==> config.mk <==
export PLATFORM = sky130hd
export DESIGN_NAME = separated_integer_list_parser_core_flat
export DESIGN_NICKNAME = d
export VERILOG_FILES = /design/src/rtl/core/slp_pkg.sv /design/src/rtl/core/slp_if.sv /design/src/rtl/core/separated_integer_list_parser_core.sv /design/src/rtl/core/slp_step.sv /design/src/flat_wrapper.sv
export SDC_FILE = /design/constraint.sdc
export NUM_CORES = 1
export LEC_CHECK = 0
export ABC_AREA = 1
export BUFFER_PORTS_ARGS = -buffer_cell sky130_fd_sc_hd__buf_4
export CORE_MARGIN = 2
export CORE_UTILIZATION = 50
export DETAILED_ROUTE_END_ITERATION = 7
export GPL_TIMING_DRIVEN = 0
export PLACE_DENSITY = 0.66
export SLEW_MARGIN = 25
export SYNTH_ARGS = -nofsm -noshare
export SYNTH_HDL_FRONTEND = slang
export SYNTH_SLANG_ARGS = --single-unit
==> constraint.sdc <==
create_clock -name clk -period 5.05 [get_ports clk]
set_input_delay 0 -clock clk [delete_from_list [all_inputs] [get_ports clk]]
set_output_delay 0 -clock clk [all_outputs]
set_load 0.02 [all_outputs]
==> src/rtl/core/slp_pkg.sv <==
`timescale 1ns / 1ps
// Types and constants shared by the separated integer list parser.
// No dependencies; compile first.
package slp_pkg;

	localparam int VALUE_W = 30;
	localparam int CHAR_W  = 8;

	typedef enum logic {
		OP_CHAR = 1'b0,
		OP_END  = 1'b1
	} op_t;

	typedef enum logic [1:0] {
		PH_INITIAL   = 2'd0,
		PH_DIGIT     = 2'd1,
		PH_SEPARATOR = 2'd2,
		PH_ERROR     = 2'd3
	} phase_t;

	localparam logic [CHAR_W-1:0] CH_ZERO    = 8'd48;
	localparam logic [CHAR_W-1:0] CH_NINE    = 8'd57;
	localparam logic [CHAR_W-1:0] CH_UPPER_A = 8'd65;
	localparam logic [CHAR_W-1:0] CH_UPPER_Z = 8'd90;
	localparam logic [CHAR_W-1:0] CH_LOWER_A = 8'd97;
	localparam logic [CHAR_W-1:0] CH_LOWER_Z = 8'd122;
	localparam logic [CHAR_W-1:0] CH_TAB     = 8'd9;
	localparam logic [CHAR_W-1:0] CH_CR      = 8'd13;
	localparam logic [CHAR_W-1:0] CH_SPACE   = 8'd32;

	typedef struct packed {
		op_t               opcode;
		logic [CHAR_W-1:0] char_code;
	} item_t;

	typedef struct packed {
		logic [VALUE_W-1:0] value;
		logic [CHAR_W-1:0]  separator;
		logic               final_res;
		logic               error;
		logic [VALUE_W-1:0] max_value;
	} res_t;

	typedef struct packed {
		logic emit;
		res_t res;
	} step_out_t;

endpackage

==> src/rtl/core/slp_if.sv <==
`timescale 1ns / 1ps
// Valid/ready channel interfaces for parser requests and results.
// Depends on slp_pkg.
interface slp_item_if;
	import slp_pkg::*;

	logic                valid;
	logic                ready;
	op_t                 opcode;
	logic [CHAR_W-1:0]   char_code;

	modport source (output valid, output opcode, output char_code, input ready);
	modport sink   (input valid, input opcode, input char_code, output ready);
endinterface

interface slp_result_if;
	import slp_pkg::*;

	logic                valid;
	logic                ready;
	logic [VALUE_W-1:0]  value;
	logic [CHAR_W-1:0]   separator;
	logic                final_res;
	logic                error;
	logic [VALUE_W-1:0]  max_value;

	modport source (output valid, output value, output separator, output final_res,
		output error, output max_value, input ready);
	modport sink   (input valid, input value, input separator, input final_res,
		input error, input max_value, output ready);
endinterface

==> src/rtl/core/separated_integer_list_parser_core.sv <==
`timescale 1ns / 1ps
// A request is captured in the input register when it is accepted, and any result it
// yields is then captured in the result register when the stage advances.
// Throughput: one request per cycle; a held result stalls requests once the input register is full.
// Reset: arst_n clears the parse state, running maximum and both valid flags.
// Depends on slp_pkg, slp_if and slp_step.
module separated_integer_list_parser_core #(
	parameter int MAX_DIGITS = 9
) (
	input  logic              clk,
	input  logic              arst_n,
	slp_item_if.sink          item,
	slp_result_if.source      result
);
	import slp_pkg::*;

	localparam int CNT_W = $clog2(MAX_DIGITS + 1);

	item_t              item_s1;
	logic               item_valid_s1;
	phase_t             phase_q;
	logic [VALUE_W-1:0] acc_q;
	logic [CNT_W-1:0]   cnt_q;
	logic [VALUE_W-1:0] rmax_q;
	res_t               res_q;
	logic               res_valid_q;

	phase_t             phase_nxt;
	logic [VALUE_W-1:0] acc_nxt;
	logic [CNT_W-1:0]   cnt_nxt;
	logic [VALUE_W-1:0] rmax_nxt;
	step_out_t          step_out;
	logic               s1_go;

	// the stage advances when it holds a request and the result register is free or being drained
	assign s1_go      = item_valid_s1 && (!res_valid_q || result.ready);
	assign item.ready = !item_valid_s1 || s1_go;

	always_ff @(posedge clk or negedge arst_n) begin
		if (!arst_n) begin
			item_valid_s1 <= 1'b0;
		end else if (item.ready) begin
			item_valid_s1 <= item.valid;
		end
	end

	always_ff @(posedge clk) begin
		if (item.valid && item.ready) begin
			item_s1.opcode    <= item.opcode;
			item_s1.char_code <= item.char_code;
		end
	end

	slp_step #(
		.MAX_DIGITS (MAX_DIGITS),
		.CNT_W      (CNT_W)
	) u_step (
		.phase_item (item_s1),
		.phase      (phase_q),
		.acc        (acc_q),
		.cnt        (cnt_q),
		.rmax       (rmax_q),
		.phase_nxt  (phase_nxt),
		.acc_nxt    (acc_nxt),
		.cnt_nxt    (cnt_nxt),
		.rmax_nxt   (rmax_nxt),
		.step_out   (step_out)
	);

	always_ff @(posedge clk or negedge arst_n) begin
		if (!arst_n) begin
			phase_q     <= PH_INITIAL;
			acc_q       <= '0;
			cnt_q       <= '0;
			rmax_q      <= '0;
			res_valid_q <= 1'b0;
		end else if (s1_go) begin
			phase_q     <= phase_nxt;
			acc_q       <= acc_nxt;
			cnt_q       <= cnt_nxt;
			rmax_q      <= rmax_nxt;
			res_valid_q <= step_out.emit;
		end else if (result.ready) begin
			res_valid_q <= 1'b0;
		end
	end

	always_ff @(posedge clk) begin
		if (s1_go && step_out.emit) begin
			res_q <= step_out.res;
		end
	end

	assign result.valid     = res_valid_q;
	assign result.value     = res_q.value;
	assign result.separator = res_q.separator;
	assign result.final_res = res_q.final_res;
	assign result.error     = res_q.error;
	assign result.max_value = res_q.max_value;

	a_end_clears: assert property (@(posedge clk) disable iff (!arst_n)
		s1_go && (item_s1.opcode == OP_END)
		|=> (phase_q == PH_INITIAL) && (acc_q == '0) && (cnt_q == '0) && (rmax_q == '0))
		else $error("end request did not clear parse state");

	a_error_sticky: assert property (@(posedge clk) disable iff (!arst_n)
		(phase_q == PH_ERROR) && !(s1_go && (item_s1.opcode == OP_END))
		|=> (phase_q == PH_ERROR))
		else $error("error phase left without end request");

	a_err_zero: assert property (@(posedge clk) disable iff (!arst_n)
		res_valid_q && res_q.error |-> res_q.final_res && (res_q.value == '0))
		else $error("error result with nonzero value");

	a_num_pos: assert property (@(posedge clk) disable iff (!arst_n)
		res_valid_q && !res_q.error
		|-> (res_q.value != '0) && (res_q.max_value >= res_q.value))
		else $error("number result not positive or above maximum");

	a_cnt_range: assert property (@(posedge clk) disable iff (!arst_n)
		cnt_q <= CNT_W'(MAX_DIGITS))
		else $error("digit count beyond limit");
endmodule

==> src/rtl/core/slp_step.sv <==
`timescale 1ns / 1ps
// Combinational step of the parser: character classes, next state and result.
// Depends on slp_pkg.
module slp_step #(
	parameter int MAX_DIGITS = 9,
	parameter int CNT_W      = 4
) (
	input  slp_pkg::item_t                phase_item,
	input  slp_pkg::phase_t               phase,
	input  logic [slp_pkg::VALUE_W-1:0]   acc,
	input  logic [CNT_W-1:0]              cnt,
	input  logic [slp_pkg::VALUE_W-1:0]   rmax,
	output slp_pkg::phase_t               phase_nxt,
	output logic [slp_pkg::VALUE_W-1:0]   acc_nxt,
	output logic [CNT_W-1:0]              cnt_nxt,
	output logic [slp_pkg::VALUE_W-1:0]   rmax_nxt,
	output slp_pkg::step_out_t            step_out
);
	import slp_pkg::*;

	logic [CHAR_W-1:0]  c;
	logic               is_end;
	logic               is_digit;
	logic               is_alpha;
	logic               is_space;
	logic               room;
	logic               acc_nz;
	logic               num_ok;
	logic [VALUE_W-1:0] acc_x10;
	logic [VALUE_W-1:0] max_upd;

	assign c        = phase_item.char_code;
	assign is_end   = (phase_item.opcode == OP_END);
	assign is_digit = (c >= CH_ZERO) && (c <= CH_NINE);
	assign is_alpha = ((c >= CH_UPPER_A) && (c <= CH_UPPER_Z))
		|| ((c >= CH_LOWER_A) && (c <= CH_LOWER_Z));
	assign is_space = ((c >= CH_TAB) && (c <= CH_CR)) || (c == CH_SPACE);
	assign room     = (cnt < CNT_W'(MAX_DIGITS));
	assign acc_nz   = (acc != '0);
	// a number may be closed only from the digit phase and only if positive
	assign num_ok   = (phase == PH_DIGIT) && acc_nz;
	assign acc_x10  = (acc << 3) + (acc << 1) + VALUE_W'(c - CH_ZERO);
	assign max_upd  = (acc > rmax) ? acc : rmax;

	// next phase
	always_comb begin
		phase_nxt = phase;
		if (is_end) begin
			phase_nxt = PH_INITIAL;
		end else if (phase != PH_ERROR) begin
			if (is_digit) begin
				phase_nxt = room ? PH_DIGIT : PH_ERROR;
			end else if (is_alpha || is_space || !num_ok) begin
				phase_nxt = PH_ERROR;
			end else begin
				phase_nxt = PH_SEPARATOR;
			end
		end
	end

	// datapath and result
	always_comb begin
		acc_nxt  = acc;
		cnt_nxt  = cnt;
		rmax_nxt = rmax;
		step_out = '0;
		if (is_end) begin
			acc_nxt                 = '0;
			cnt_nxt                 = '0;
			rmax_nxt                = '0;
			step_out.emit           = 1'b1;
			step_out.res.final_res  = 1'b1;
			if (num_ok) begin
				step_out.res.value     = acc;
				step_out.res.max_value = max_upd;
			end else begin
				step_out.res.error     = 1'b1;
				step_out.res.max_value = rmax;
			end
		end else if (phase != PH_ERROR) begin
			if (is_digit) begin
				if (room) begin
					acc_nxt = acc_x10;
					cnt_nxt = cnt + CNT_W'(1);
				end
			end else if (!is_alpha && !is_space && num_ok) begin
				acc_nxt                = '0;
				cnt_nxt                = '0;
				rmax_nxt               = max_upd;
				step_out.emit          = 1'b1;
				step_out.res.value     = acc;
				step_out.res.separator = c;
				step_out.res.max_value = max_upd;
			end
		end
	end
endmodule
==> src/flat_wrapper.sv <==
// flat-port wrapper written by rule: the top's interface ports become plain ports
module separated_integer_list_parser_core_flat import slp_pkg::*;
#(
	parameter int MAX_DIGITS = 9
)
  (clk, arst_n, item_valid, item_opcode, item_char_code, item_ready, result_valid, result_value, result_separator, result_final_res, result_error, result_max_value, result_ready);
  slp_item_if item_i ();
  slp_result_if result_i ();
  input  logic clk;
  input  logic arst_n;
  input wire logic [$bits(item_i.valid)-1:0] item_valid;
  input wire logic [$bits(item_i.opcode)-1:0] item_opcode;
  input wire logic [$bits(item_i.char_code)-1:0] item_char_code;
  output wire logic [$bits(item_i.ready)-1:0] item_ready;
  output wire logic [$bits(result_i.valid)-1:0] result_valid;
  output wire logic [$bits(result_i.value)-1:0] result_value;
  output wire logic [$bits(result_i.separator)-1:0] result_separator;
  output wire logic [$bits(result_i.final_res)-1:0] result_final_res;
  output wire logic [$bits(result_i.error)-1:0] result_error;
  output wire logic [$bits(result_i.max_value)-1:0] result_max_value;
  input wire logic [$bits(result_i.ready)-1:0] result_ready;
  assign item_i.valid = item_valid;
  assign item_i.opcode = item_opcode;
  assign item_i.char_code = item_char_code;
  assign item_ready = item_i.ready;
  assign result_valid = result_i.valid;
  assign result_value = result_i.value;
  assign result_separator = result_i.separator;
  assign result_final_res = result_i.final_res;
  assign result_error = result_i.error;
  assign result_max_value = result_i.max_value;
  assign result_i.ready = result_ready;
  separated_integer_list_parser_core #(.MAX_DIGITS(MAX_DIGITS)) u_core (.clk(clk), .arst_n(arst_n), .item(item_i), .result(result_i));
endmodule
# Word level (Yosys, flattened, before mapping)
# Cells that the tools add are included.
# word_totals
regBits	147
in_bits	13
out_inout_bits	72
word_cells	98
# classes
addsub	4
magnitude_cmp	10
eq_ne	5
n_mux	34
n_bitwise	2
reduce_logical	30
# op_table
operator	count
30-bit two-way mux	16
39-bit two-way mux	3
30-bit adder	2
31-bit two-way mux	1
30-bit > comparator	1
30-bit nonzero test	1
4-bit two-way mux	5
8-bit by 7-bit greater-or-equal comparator with 1-bit output (second input constant)	2
8-bit by 7-bit less-or-equal comparator with 1-bit output (second input constant)	2
1-bit logical AND	10
2-bit two-way mux	5
8-bit by 6-bit subtractor with 9-bit output (second input constant)	1
8-bit by 6-bit == test with 1-bit output (second input constant)	1
8-bit by 4-bit greater-or-equal comparator with 1-bit output (second input constant)	1
8-bit by 6-bit greater-or-equal comparator with 1-bit output (second input constant)	1
8-bit by 4-bit less-or-equal comparator with 1-bit output (second input constant)	1
8-bit by 6-bit less-or-equal comparator with 1-bit output (second input constant)	1
4-bit AND reduction	2
1-bit logical OR	6
2-bit nonzero test	3
1-bit logical NOT	5
4-bit by 1-bit adder with 4-bit output (second input constant)	1
4-bit < comparator (second input constant)	1
1-bit two-way mux	4
8 further kinds	9

# Logic depth before layout (Yosys ltp)
# depth
word_depth	11
ltp_mapped	19
mapped_depth_nobuf	19

# Cells and area by module
# From an unflattened synthesis, not the netlist that was laid out.
# unflattened
cells_unflattened	1544
area_unflattened_um2	11213.3
# by_module_without_submodules
mod	instances	cells_per_inst	area_each_um2	seq_area_each_um2
slp_step	1	1166	6110.9	0.0
separated_integer_list_parser_core	1	378	5102.4	4073.9

# Least setup slack after synthesis
# Ideal clock, no wire load.
# synth_path
path_kind	reg-to-reg
startpoint	reg u_core.item_s1[4] in the netlist's numbering
endpoint	reg u_core.acc_q[13]
setup_ps	118
t_arrival_ps	3894
required_ps	4932
path_slack_ps	1038
path_stages_with_launch	12
n_path_buf	0
period_less_slack_ps	4012
cell_sequence	edfxtp_1 > ha_1 > nor2_1 > fa_1 > ha_1 > nand2_1 > inv_1 > a21oi_1 > nand3_1 > or2_2 > nand4_1 > o21ai_2
# synth_between
elab_chain_cells	8
elab_cells_between_ends	28
cone_classes	add/sub (2); order compare (8); eq/ne (2); mux (4); reduce/logical (12)
# synth_rtl
element	line_no	rtl
start, declared	separated_integer_list_parser_core.sv:19	item_t item_s1;
branches (longest 8 deep; another with 30-bit adder)	--	
end signal, assigned	separated_integer_list_parser_core.sv:79	acc_q <= acc_nxt;
end, declared	separated_integer_list_parser_core.sv:22	logic [VALUE_W-1:0] acc_q;
# Parallel ways; which one is timed is not known. The select of a mux whose other input is x is not followed.
# A chain may end at the register's enable or synchronous reset.

# Worst setup path in the final report
# layout_path
startpoint	reg u_core.item_s1[4] in the netlist's numbering
endpoint	reg u_core.acc_q[28]
# Same word-level chain as after synthesis.

==> summary.txt <==
CTS
  – CTS HTree Levels: 4
  – CTS tree: built
  – Total CTS buffers: 17
  – Clk root buf: clkbuf_16
  – Worst-Skew Late Latency: 0.43 ns
  – CTS Sinks: 147
  – Clock-pin slew on the worst setup and hold paths: 0.07 ns
  – # Post-CTS Setup Buffers: 0
  – Clock Tree Buf Depth: 2
  – Resized cells post-CTS: 0
  – CTS Hold Bufs: 14

STA
  – Minimum clock period: 3.44 ns
  – Hold Worst Slack: 0.236 ns
  – Slew headroom: 0.340
  – Final Cycle Share: 0.682
  – Slew Limit Fails: 0
  – Fin. Hold Viols: 0
  – Unrepaired setup endpoints after global routing: false
  – Slew @ Worst Pin: 0.990 ns
  – Max Clk Rate: 290 MHz
  – TNS Setup: 0 ns
  – Setup violators final: 0
  – Final Skew: 0.0124 ns
  – Worst Setup Slack, final: 1.61 ns

Power and ir drop
  – Sequential power share: 0.355
  – NetSw: 1.47 mW
  – Power Dens Cells: 305 nW/um^2
  – Pint: 2.44 mW
  – Comb power frac: 0.313
  – Peak VDD IR: 0.000232 V
  – Switching Share: 0.376
  – Lkg Pwr: 6.57 nW
  – Clock share of power: 0.333

Synth
  – Post-synthesis cell type count: 40
  – #FFs+latches synth: 147
  – Seq/Total Area, Yosys: 0.369
  – Gate Count Post-Synth: 1499
  – Main synth FF type: edfxtp_1
  – Syn nets: 1605
  – Syn avg cell area: 7.36 um^2
  – Post-Syn Area: 11000 um^2
  – Yosys warning count: 0
  – Post-synthesis async set-or-reset flop share: 0.463
  – Synth top area share: 0.215
  – Largest area contributor in the netlist: edfxtp_1
  – Post-synth EDFFs: 79
  – Synth area leaders: edfxtp_1, nand2_1, dfrtp_1

Run status
  – Status: finished clean

Place
  – Place WS: 1.62 ns
  – Placed insts: 1864
  – Final HPWL DP: 23500 um
  – IO Port Bufs: 84
  – Gpl congestion: 0.991

Finish
  – Fill cells: 2067
  – Antenna cells: 0
  – Area Overhead vs Synth: 15.9%
  – Most common cell after layout, fill and taps aside: nand2_1
  – Final cell count without fillers: 1910
  – Layout cell share with drive strength beyond 1: 0.113
  – Util after Layout: 0.587
  – Final net count: 1723
  – Most frequent cells in the layout: nand2_1, nand3_1, inv_1

Die
  – I/O pin cnt: 85
  – Die area: 23300 um^2
  – Die Width: 153 um
  – Cell Rows: 54
  – Die height: 153 um
  – Initial Util: 0.507
  – Core Footprint: 21800 um^2

Setup path
  – CP max FO: 20
  – RR Endpoint: u_core.acc_q[28]$_DFFE_PN0P_
  – Kind of critical path: register to register
  – Critical path capture point type: register
  – CP Launch Type: register
  – CP max stage cell: edfxtp_1
  – Critical path, cell by cell: ha_1, nor2_4, buf_16, fa_1, ha_1, nand2_1, inv_1, a21oi_1, nand3_1, nand2_1, nand3b_1, nand2_1, nand2_1, nand4_1, nand2_1
  – CP Launch Point: u_core.item_s1[4]$_DFFE_PP_
  – FF-to-FF setup slack: 1.61 ns
  – Worst Path Arrival: 3.75 ns
  – R2R Path Start: u_core.item_s1[4]$_DFFE_PP_
  – Worst Path Required: 5.35 ns
  – Critical Path Max Stage Delay: 0.49 ns
  – Worst r2r path cells: 15
  – Crit path top cell by count: nand2_1
  – Critical Path Sink: u_core.acc_q[28]$_DFFE_PN0P_

Route
  – DR vias: 10300
  – Via density: 5.37
  – TritonRoute pass-1 iters: 7
  – Initial DRC count: 749
  – DRC Markers: 0
  – DRT Wirelength: 31200 um
  – Routed Antenna Nets: 0
  – Routed length per instance: 16.3 um

GRT
  – First-pass GRT wire length: 51400 um
  – Largest net degree at the start of global routing: 80
  – Vias in the first global route: 10000
  – Total global-route track usage: 0.275
  – Initial antenna violation count: 0
  – Grt total ovfl: 0

Hold path
  – HP Class: input pin to async pin

Flow run
  – Max-Cap Viols: 0
==> synthesized netlist by cell type (2+ instances only) <==
cell type,number
a21o_1,2
o21ai_1,12
inv_2,7
fa_1,27
nor2_1,72
xor2_1,15
o21bai_1,4
nand3_1,206
o21ai_0,8
inv_1,183
edfxtp_1,79
a21oi_1,39
o21a_1,3
or2_2,2
nand4_1,31
buf_2,13
ha_1,66
buf_6,9
o21ai_2,14
dfrtp_1,68
nor3_1,42
buf_4,3
nand2_2,10
nand3b_1,6
clkbuf_1,33
nor2_2,4
clkinv_1,13
nand2_1,516
==> flip-flops by register name (all words and copies together) (netlist names) <==
signal	count
u_core.acc_q	30
u_core.cnt_q	4
u_core.item_s1	9
u_core.item_valid_s1	1
u_core.phase_q	2
u_core.result.error	1
u_core.result.final_res	1
u_core.result.max_value	30
u_core.result.separator	8
u_core.result.valid	1
u_core.result.value	30
u_core.rmax_q	30
==> layer usage <==
layer,global-route usage,vias to the layer above,wire length (um)
met5,0,-,0
met1,0.388,4778,14000
li1,-,5073,-
met4,0.0864,0,719
met2,0.438,356,14200
met3,0.0429,55,2240
==> cells by family (layout without fill, tap and decap cells) <==
logic type / after synthesis / in the layout / synth area share
compound gates: 87 / 87 / 0.0486
xor+xnor: 16 / 16 / 0.0127
fa+ha+maj: 93 / 93 / 0.124
buf+inv: 261 / 392 / 0.0975
flops: 147 / 147 / 0.369
simple gates: 895 / 895 / 0.348
==> worst max-delay path: cells and delay by family (launching register included) <==
kind / cells / cell delay [ns]
AOI/OAI and AO/OA: 1 / 0.25
adders and majority gates: 3 / 1.14
DFF: 1 / 0.49
and+or+nand+nor: 9 / 1.19
buffers and inverters: 2 / 0.26
==> area by class of cell <==
type | count | area [um^2] | share of cell area
multi-input combinational | 1091 | 5890 | 0.461
sequential | 147 | 4070 | 0.319
timing repair buffer | 99 | 798 | 0.0625
inverter | 203 | 762 | 0.0596
clock buffer | 18 | 429 | 0.0336
tap | 280 | 350 | 0.0274
buffer | 58 | 313 | 0.0245
clock inverter | 14 | 168 | 0.0131
==> per-stage QoR <==
stage / instance area (um^2) / total power, mW
finish: 12800 / 3.90
global route: 12800 / 4.08
CTS: 12800 / 3.90
detailed placement: 12000 / 2.60
global placement: 12000 / 2.59
floorplan: 11000 / 2.20
==> power groups by stage <==
stage | sequential (mW) | clock [mW] | combinational (mW)
after CTS | 1.38 | 1.31 | 1.21
final | 1.39 | 1.30 | 1.22
after global placement | 1.41 | 0 | 1.18
after floorplan | 1.46 | 0 | 0.748
after global routing | 1.39 | 1.36 | 1.33
after detailed placement | 1.41 | 0 | 1.19
==> how the worst min path moves through the flow <==
stage                      start                           end  depth (start not counted)
2_1_floorplan             arst_n   u_core.acc_q[0]$_DFFE_PN0P_                          0
3_3_place_gp   item_char_code[7]   u_core.item_s1[7]$_DFFE_PP_                          1
3_5_place_dp         item_opcode   u_core.item_s1[8]$_DFFE_PP_                          1
4_1_cts        item_char_code[7]   u_core.item_s1[7]$_DFFE_PP_                          2
5_1_grt        item_char_code[3]   u_core.item_s1[3]$_DFFE_PP_                          2
6_report                  arst_n  u_core.rmax_q[4]$_DFFE_PN0P_                          2
(Power assumes the default switching activity.)
